[config.mk]
export PLATFORM = sky130hd
export DESIGN_NAME = normal_z_reconstruct_rgba
export DESIGN_NICKNAME = d
export VERILOG_FILES = /design/src/sv/nzr_pkg.sv /design/src/sv/normal_z_reconstruct_rgba.sv
export SDC_FILE = /design/constraint.sdc
export NUM_CORES = 2
export LEC_CHECK = 0
export ABC_AREA = 1
export BUFFER_PORTS_ARGS = -buffer_cell sky130_fd_sc_hd__buf_2
export CAP_MARGIN = 10
export CORE_ASPECT_RATIO = 0.75
export CORE_UTILIZATION = 63
export CTS_CLUSTER_DIAMETER = 80
export DETAILED_ROUTE_END_ITERATION = 16
export PLACE_DENSITY = 0.82
export SKIP_LAST_GASP = 1
export SLEW_MARGIN = 25
export SYNTH_ARGS = -nofsm -noshare
export SYNTH_HDL_FRONTEND = slang
export SYNTH_SLANG_ARGS = --single-unit
[constraint.sdc]
create_clock -name aclk -period 107.2 [get_ports aclk]
set_input_delay 21.44 -clock aclk [delete_from_list [all_inputs] [get_ports aclk]]
set_output_delay 21.44 -clock aclk [all_outputs]
set_load 0.1 [all_outputs]
[src/sv/nzr_pkg.sv]
package nzr_pkg;

    localparam logic [2:0] CH_TWO  = 3'd2;
    localparam logic [2:0] CH_FOUR = 3'd4;
    localparam logic [2:0] CH_MAX  = 3'd7;

    typedef enum logic [1:0] {
        MODE_RECON,
        MODE_COPY,
        MODE_PASS
    } mode_t;

    typedef struct packed {
        logic [15:0] x;
        logic [15:0] y;
        logic [15:0] z;
        logic [15:0] a;
        logic        recon;
    } side_t;

endpackage

[src/sv/normal_z_reconstruct_rgba.sv]
// Normal-map texel expander: one RGBA texel out for every texel in.
// Input request: s_valid/s_ready with s_comp_x, s_comp_y, s_comp_z, s_comp_a.
// Result request: m_valid/m_ready with m_out_x, m_out_y, m_out_z, m_out_a.
// cfg_wr_en/cfg_wr_data set the source channel count: 2 rebuilds Z from X and
// Y and sets alpha to full scale, 3 (and 0, 1) copies Z and sets full alpha,
// 4 to 7 pass the texel through. Write it only while the pipeline is empty.
// Registered steps in order: offset, square, radicand, one square-root bit per
// stage, then pack and output register.
// One texel per cycle when not stalled; the square root is fully pipelined.
// The whole pipeline advances when the output register is empty or taken,
// so s_ready follows m_ready whenever a result is waiting.
// When the receiver stalls, every stage holds, valid bits included.
// Reset (aresetn low, synchronous) empties the pipeline and sets the channel
// count to 2.
module normal_z_reconstruct_rgba
    import nzr_pkg::*;
#(
    parameter int COMPONENT_BITS = 16
) (
    input  logic        aclk,
    input  logic        aresetn,
    input  logic        cfg_wr_en,
    input  logic [2:0]  cfg_wr_data,
    input  logic        s_valid,
    output logic        s_ready,
    input  logic [15:0] s_comp_x,
    input  logic [15:0] s_comp_y,
    input  logic [15:0] s_comp_z,
    input  logic [15:0] s_comp_a,
    output logic        m_valid,
    input  logic        m_ready,
    output logic [15:0] m_out_x,
    output logic [15:0] m_out_y,
    output logic [15:0] m_out_z,
    output logic [15:0] m_out_a
);

    localparam int CB  = COMPONENT_BITS;
    localparam int EW  = (CB > 16) ? CB : 16;
    localparam int RW  = CB + 2;
    localparam int NST = CB + 4;
    localparam logic [CB-1:0]   FS    = {CB{1'b1}};
    localparam logic [2*CB-1:0] FS_SQ = (2*CB)'(FS) * (2*CB)'(FS);
    localparam logic [CB-1:0]   HALF  = CB'((2**CB) / 2);

    logic [2:0] src_ch_reg;
    logic [NST-1:0] v_reg;
    logic adv;

    always_ff @(posedge aclk) begin
        if (!aresetn) begin
            src_ch_reg <= CH_TWO;
        end else if (cfg_wr_en) begin
            src_ch_reg <= cfg_wr_data;
        end
    end

    assign adv     = !v_reg[NST-1] || m_ready;
    assign s_ready = adv;
    assign m_valid = v_reg[NST-1];

    always_ff @(posedge aclk) begin
        if (!aresetn) begin
            v_reg <= '0;
        end else if (adv) begin
            v_reg <= {v_reg[NST-2:0], s_valid};
        end
    end

    // input masking and mode decode
    mode_t mode;
    logic [EW-1:0] ex_x, ex_y, ex_z, ex_a, ex_fs;
    logic [EW-1:0] mx, my, mz, ma;
    logic [CB-1:0] cx, cy;
    logic [CB:0]   twice_x, twice_y;
    logic [CB-1:0] dx_next, dy_next;
    side_t side_next;

    always_comb begin
        unique case (src_ch_reg) inside
            CH_TWO:            mode = MODE_RECON;
            [CH_FOUR:CH_MAX]:  mode = MODE_PASS;
            default:           mode = MODE_COPY;
        endcase
    end

    always_comb begin
        ex_x  = EW'(s_comp_x);
        ex_y  = EW'(s_comp_y);
        ex_z  = EW'(s_comp_z);
        ex_a  = EW'(s_comp_a);
        ex_fs = EW'(FS);
        cx    = ex_x[CB-1:0];
        cy    = ex_y[CB-1:0];
        mx    = EW'(cx);
        my    = EW'(cy);
        mz    = EW'(ex_z[CB-1:0]);
        ma    = EW'(ex_a[CB-1:0]);
        twice_x = {cx, 1'b0};
        twice_y = {cy, 1'b0};
        dx_next = (twice_x >= {1'b0, FS}) ? CB'(twice_x - {1'b0, FS})
                                          : CB'({1'b0, FS} - twice_x);
        dy_next = (twice_y >= {1'b0, FS}) ? CB'(twice_y - {1'b0, FS})
                                          : CB'({1'b0, FS} - twice_y);
        side_next.x     = mx[15:0];
        side_next.y     = my[15:0];
        side_next.z     = mz[15:0];
        side_next.a     = (mode == MODE_PASS) ? ma[15:0] : ex_fs[15:0];
        side_next.recon = (mode == MODE_RECON);
    end

    side_t side_reg [NST-1];
    logic [CB-1:0]   dx_reg, dy_reg;
    logic [2*CB-1:0] sqx_reg, sqy_reg;
    logic [2*CB:0]   sum_sq;

    logic [RW-1:0]   rem_reg  [CB+1];
    logic [CB-1:0]   root_reg [CB+1];
    logic [2*CB-1:0] rad_reg  [CB+1];

    assign sum_sq = {1'b0, sqx_reg} + {1'b0, sqy_reg};

    always_ff @(posedge aclk) begin
        if (adv) begin
            side_reg[0] <= side_next;
            for (int k = 1; k < NST - 1; k++) begin
                side_reg[k] <= side_reg[k-1];
            end
            dx_reg  <= dx_next;
            dy_reg  <= dy_next;
            sqx_reg <= dx_reg * dx_reg;
            sqy_reg <= dy_reg * dy_reg;
            rad_reg[0]  <= (sum_sq >= {1'b0, FS_SQ}) ? '0
                                                     : (2*CB)'({1'b0, FS_SQ} - sum_sq);
            rem_reg[0]  <= '0;
            root_reg[0] <= '0;
        end
    end

    // one root bit per stage, two radicand bits shifted in each time
    for (genvar j = 0; j < CB; j++) begin : g_sqrt
        logic [RW:0] rem_sh;
        logic [RW:0] trial;
        logic        take;

        assign rem_sh = {rem_reg[j][CB:0], rad_reg[j][2*CB-1 -: 2]};
        assign trial  = {1'b0, root_reg[j], 2'b01};
        assign take   = (rem_sh >= trial);

        always_ff @(posedge aclk) begin
            if (adv) begin
                rem_reg[j+1]  <= take ? RW'(rem_sh - trial) : RW'(rem_sh);
                root_reg[j+1] <= {root_reg[j][CB-2:0], take};
                rad_reg[j+1]  <= {rad_reg[j][2*CB-3:0], 2'b00};
            end
        end
    end

    logic [CB:0]   z_sum;
    logic [CB-1:0] z_pack;
    logic [EW-1:0] z_ext;
    side_t side_last;

    always_comb begin
        side_last = side_reg[NST-2];
        z_sum  = {1'b0, root_reg[CB]} + {1'b0, FS} + (CB+1)'(1);
        z_pack = z_sum[CB:1];
        z_ext  = EW'(z_pack);
    end

    always_ff @(posedge aclk) begin
        if (adv) begin
            m_out_x <= side_last.x;
            m_out_y <= side_last.y;
            m_out_z <= side_last.recon ? z_ext[15:0] : side_last.z;
            m_out_a <= side_last.a;
        end
    end

    a_ready_follows: assert property (@(posedge aclk) disable iff (!aresetn)
        m_ready |-> s_ready)
        else $error("input stalled while output is taken");

    a_root_rem: assert property (@(posedge aclk) disable iff (!aresetn)
        v_reg[NST-2] |-> ({1'b0, rem_reg[CB]} <= {2'b00, root_reg[CB], 1'b0}))
        else $error("square root remainder out of range");

    a_z_half: assert property (@(posedge aclk) disable iff (!aresetn)
        (v_reg[NST-2] && side_last.recon) |-> (z_pack >= HALF))
        else $error("rebuilt Z below zero point");

    a_hold: assert property (@(posedge aclk) disable iff (!aresetn)
        !adv |=> $stable(v_reg) && $stable(root_reg[CB]))
        else $error("pipeline moved during stall");

endmodule

After elaboration in Yosys (flattened, before gate mapping)
Memories as Yosys holds them, arrays and structs flattened.
Index checks and enable logic that the tools add are counted.
- register bits after elaboration: 183
- bits in latches: 0
- memory bits (writable): 2357
- bits in read-only memories: 0
- bits of input ports: 72
- output and inout port bits: 66
- word-level logic and storage cells: 91
- memories: 4
- memories (name ; depth ; bits a word ; read ports ; clocked after memory_dff ; wr ports ; line ; source):
    side_reg ; 19 ; 65 ; 19 ; 0 ; 19 ; normal_z_reconstruct_rgba.sv:112 ; side_t side_reg [NST-1];
    rad_reg ; 17 ; 32 ; 16 ; 0 ; 17 ; normal_z_reconstruct_rgba.sv:119 ; logic [2*CB-1:0] rad_reg [CB+1];
    rem_reg ; 17 ; 18 ; 16 ; 0 ; 17 ; normal_z_reconstruct_rgba.sv:117 ; logic [RW-1:0] rem_reg [CB+1];
    root_reg ; 17 ; 16 ; 17 ; 0 ; 17 ; normal_z_reconstruct_rgba.sv:118 ; logic [CB-1:0] root_reg [CB+1];
- $add $sub $neg: 24
- multiply operators: 2
- div/mod/pow operators: 0
- order comparisons: 21
- equality and inequality tests: 2
- shift operators: 0
- muxes and demuxes: 24
- bitwise logic cells: 0
- reductions and logical operators: 4
- operator list (kind ; count):
    greater-or-equal comparator 19 x 18 -> 1 bit ; 16
    2-to-1 mux 18 bit ; 16
    subtractor 18 bit ; 16
    multiplier 16 x 16 -> 32 bit ; 2
    2-to-1 mux 16 bit ; 4
    greater-or-equal comparator 17 x 16 -> 1 bit, second input constant ; 2
    adder 32 x 32 -> 33 bit ; 1
    greater-or-equal comparator 33 x 32 -> 1 bit, second input constant ; 1
    2-to-1 mux 32 bit ; 1
    subtractor 16 bit, first input constant ; 2
    subtractor 16 bit, second input constant ; 2
    subtractor 32 bit, first input constant ; 1
    adder 16 x 16 -> 17 bit, second input constant ; 1
    adder 17 x 1 -> 17 bit, second input constant ; 1
    case mux 2 bit (2 select lines) ; 1
    == test 3 x 2 -> 1 bit, second input constant ; 1
    greater-or-equal comparator 3 bit, second input constant ; 1
    less-or-equal comparator 3 bit, second input constant ; 1
    == test 2 bit, second input constant ; 1
    logical NOT 2 bit ; 1
    2-to-1 mux 1 bit ; 2
    logical AND 1 bit ; 1
    logical NOT 1 bit ; 1
    logical OR 1 bit ; 1

Depth between registers and ports, before layout
- depth after elaboration: 5
- mapped depth: 27
- depth with buffers taken out: 26

Least setup slack after synthesis
Ideal clock, no wire load.
- kind: in2out
- start: input port m_ready
- end: output port s_ready
- arrival time: 76.051 ns
- setup slack: 9.709 ns
- stages on the path: 3
- buffers on the path: 1
- cell sequence: nor2_1 > inv_1 > clkbuf_1
- longest elaborated chain between the ends: 1
- ends and longest elaborated chain (item ; line ; source):
    start, declared ; normal_z_reconstruct_rgba.sv:31 ; input logic m_ready,
    logical OR 1 bit ; normal_z_reconstruct_rgba.sv:58 ; assign adv = !v_reg[NST-1] || m_ready;
    end, declared ; normal_z_reconstruct_rgba.sv:25 ; output logic s_ready,
Every way passes these cells.

Worst setup path after layout
Same ends and word-level chain as after synthesis.

==> flow_metrics.env <==
export IMPL_status="finished, final reports clean"
export IMPL_required_ps=85760
export IMPL_synth_edf_count=1984
export IMPL_grt_usage_pct=21.9
export IMPL_worstHoldPathCells=0
export IMPL_netlist_area_sq_mm=0.0878
export IMPL_final_layout_size_suffix_gt1_share_pct=7.43
export IMPL_hold_viol_final=0
export IMPL_final_cell_mix="1984 x edfxtp_1, 1101 x inv_1, 991 x nand2_1, 371 x ha_1, 329 x fa_1"
export IMPL_clock_sinks=2007
export IMPL_clockBufferDepth=3
export IMPL_cts_root_buf="clkbuf_16"
export IMPL_num_vias=45800
export IMPL_rsz0062_at_grt="no"
export IMPL_path_clk_slew_ps=60
export IMPL_cts_htree_levels=4
export IMPL_async_reset_ff_share_pct=0
export IMPL_synthCells=6309
export IMPL_grt_pass1_wl_microns=242000
export IMPL_layout_commonest_cell="edfxtp_1"
export IMPL_drt_iter0_drc=4070
export IMPL_routed_wl_microns=151000
export IMPL_cts_setup_buffers=0
export IMPL_die_w_microns=433
export IMPL_min_path_type="register to register"
export IMPL_crit_top_cell="buf_2"
export IMPL_gp_congestion=0.892
export IMPL_final_setup_skew_ps=41.7
export IMPL_syn2layout_area_growth_pct=10.1
export IMPL_grt_max_degree=225
export IMPL_worstMarginPinSlew_ps=1020
export IMPL_row_count=118
export IMPL_drc=0
export IMPL_cts_resized=0
export IMPL_start_util_pct=63.5
export IMPL_syn_num_nets=7081
export IMPL_io_buffer_count=137
export IMPL_clock_latency_ps=800
export IMPL_fin_cells=8574
export IMPL_hpwl_microns=98100
export IMPL_ant_nets=0
export IMPL_setup_viol=0
export IMPL_period_needed_ps=44460
export IMPL_crit_path_end_kind="output port"
export IMPL_max_clock_freq_ghz=0.0225
export IMPL_routedWlPerCell_microns=17.7
export IMPL_max_stage_delay_ps=620
export IMPL_viasPerCell=5.35
export IMPL_path_max_fanout=133
export IMPL_syn_area_per_cell_sq_um=13.9
export IMPL_coreArea_sq_mm=0.138
export IMPL_yosysUniqueCellTypes=54
export IMPL_dp_cells=8252
export IMPL_nNetsFinal=7345
export IMPL_yosysSeqAreaShare_pct=68.4
export IMPL_die_h_microns=325
export IMPL_grt_pass1_vias=46500
export IMPL_cts_tree="done"
export IMPL_crit_arrival_ps=23020
export IMPL_slew_headroom_pct=31.8
export IMPL_r2r_cells=22
export IMPL_cts_made_buffers=176
export IMPL_setup_tns_ps=0
export IMPL_fin_crit_sh_pct=41.5
export IMPL_drv_slew=0
export IMPL_critPathKind="primary input to output port"
export IMPL_grt_ovfl_total=0
export IMPL_first_pass_iters=6
export IMPL_yosys_register_bits=2007
export IMPL_crit_chain="buf_2 > nor2_1 > buf_4 > inv_8 > buf_2"
export IMPL_synth_main_ff_cell="edfxtp_1"
export IMPL_largest_reg_flops=1235
export IMPL_antenna_found_initial=1
export IMPL_max_cap_violations=0
export IMPL_dieArea_sq_mm=0.141
export IMPL_yosysWarnings=0
export IMPL_start_kind="primary input"
export IMPL_ios=138
export IMPL_cts_hold_buf=0
export IMPL_slowest_stage="inv_8"
## cells by family (layout without fill, tap and decap cells)
logic type	count (synthesis)	after routing	share of synthesized area, %
buffers and inverters	1185	1589	5.10
AND/OR/NAND/NOR	1622	1622	7.69
adder cells (fa/ha/maj)	700	700	12.8
XOR/XNOR	281	281	2.80
flip-flops	2007	2007	68.4
AO/OA/AOI/OAI	513	513	3.23
other	1	2	0.00427
## cell usage after synthesis (5+ instances only)
master,number,area share [%]
or2_2,22,0.16
o21ai_0,227,1.3
a21oi_1,186,1.1
fa_1,329,7.5
nor2_2,31,0.22
buf_2,5,0.028
o21a_1,14,0.12
nand3b_1,7,0.060
ha_1,371,5.3
edfxtp_1,1984,68
o21bai_1,14,0.12
xor2_1,165,1.6
clkbuf_1,73,0.31
a21boi_0,11,0.094
nand2_1,991,4.2
o2111ai_1,7,0.070
o211ai_1,8,0.068
dfxtp_1,23,0.52
a31oi_1,12,0.086
a211oi_1,5,0.043
nand2_2,10,0.071
nand4_1,44,0.31
nand3_1,113,0.64
nor2_1,319,1.4
inv_1,1102,4.7
nand3_2,5,0.057
a21o_1,17,0.15
nor3_1,40,0.23
xnor2_1,116,1.2
nor4_1,19,0.14
## metal layers
metal	vias to the layer above	global-route usage [%]	wire, microns
met5	-	0	0
met4	0	6.35	3410
met3	267	3.44	8250
met2	1409	37.0	76300
met1	22400	29.6	63400
li1	21800	-	-
## through the flow
step / setup slack, ps / hold WS [ps] / util (%) / cell area (sq um)
detailed placement: 62710 / 405 / 65.7 / 90700
CTS: 62710 / 388 / 69.9 / 96500
global placement: 62720 / 400 / 65.6 / 90700
finish: 62740 / 390 / 69.9 / 96600
floorplan: 9710 / 400 / - / 87800
global route: 62630 / 387 / 69.9 / 96600
## worst max-delay path, delay by kind of cell
family | cells | cell delay [ps]
buf+inv | 4 | 1500
simple gates | 1 | 30
## worst paths after layout
check / from / endpoint / slack, ps
setup / recovery: m_ready / s_ready / 62740
hold / removal: side_reg[9][34] / side_reg[10][34] / 390
hold reg to reg: side_reg[9][34] / side_reg[10][34] / 390
setup reg to reg: dx_reg[6] / sqx_reg[23] / 100490
## cell type report
cell class                 count  area [sq um]
clock buffer                 215          4600
antenna                        1          2.50
fill                        8869         41600
timing repair buffer         166          1040
multi-input combinational   3117         23300
sequential                  2007         60000
tap                         1860          2330
inverter                    1105          4160
clock inverter               103          1180
Power is not shown: default switching activity piles up to over one toggle a cycle in this logic, so the estimate is an artifact.
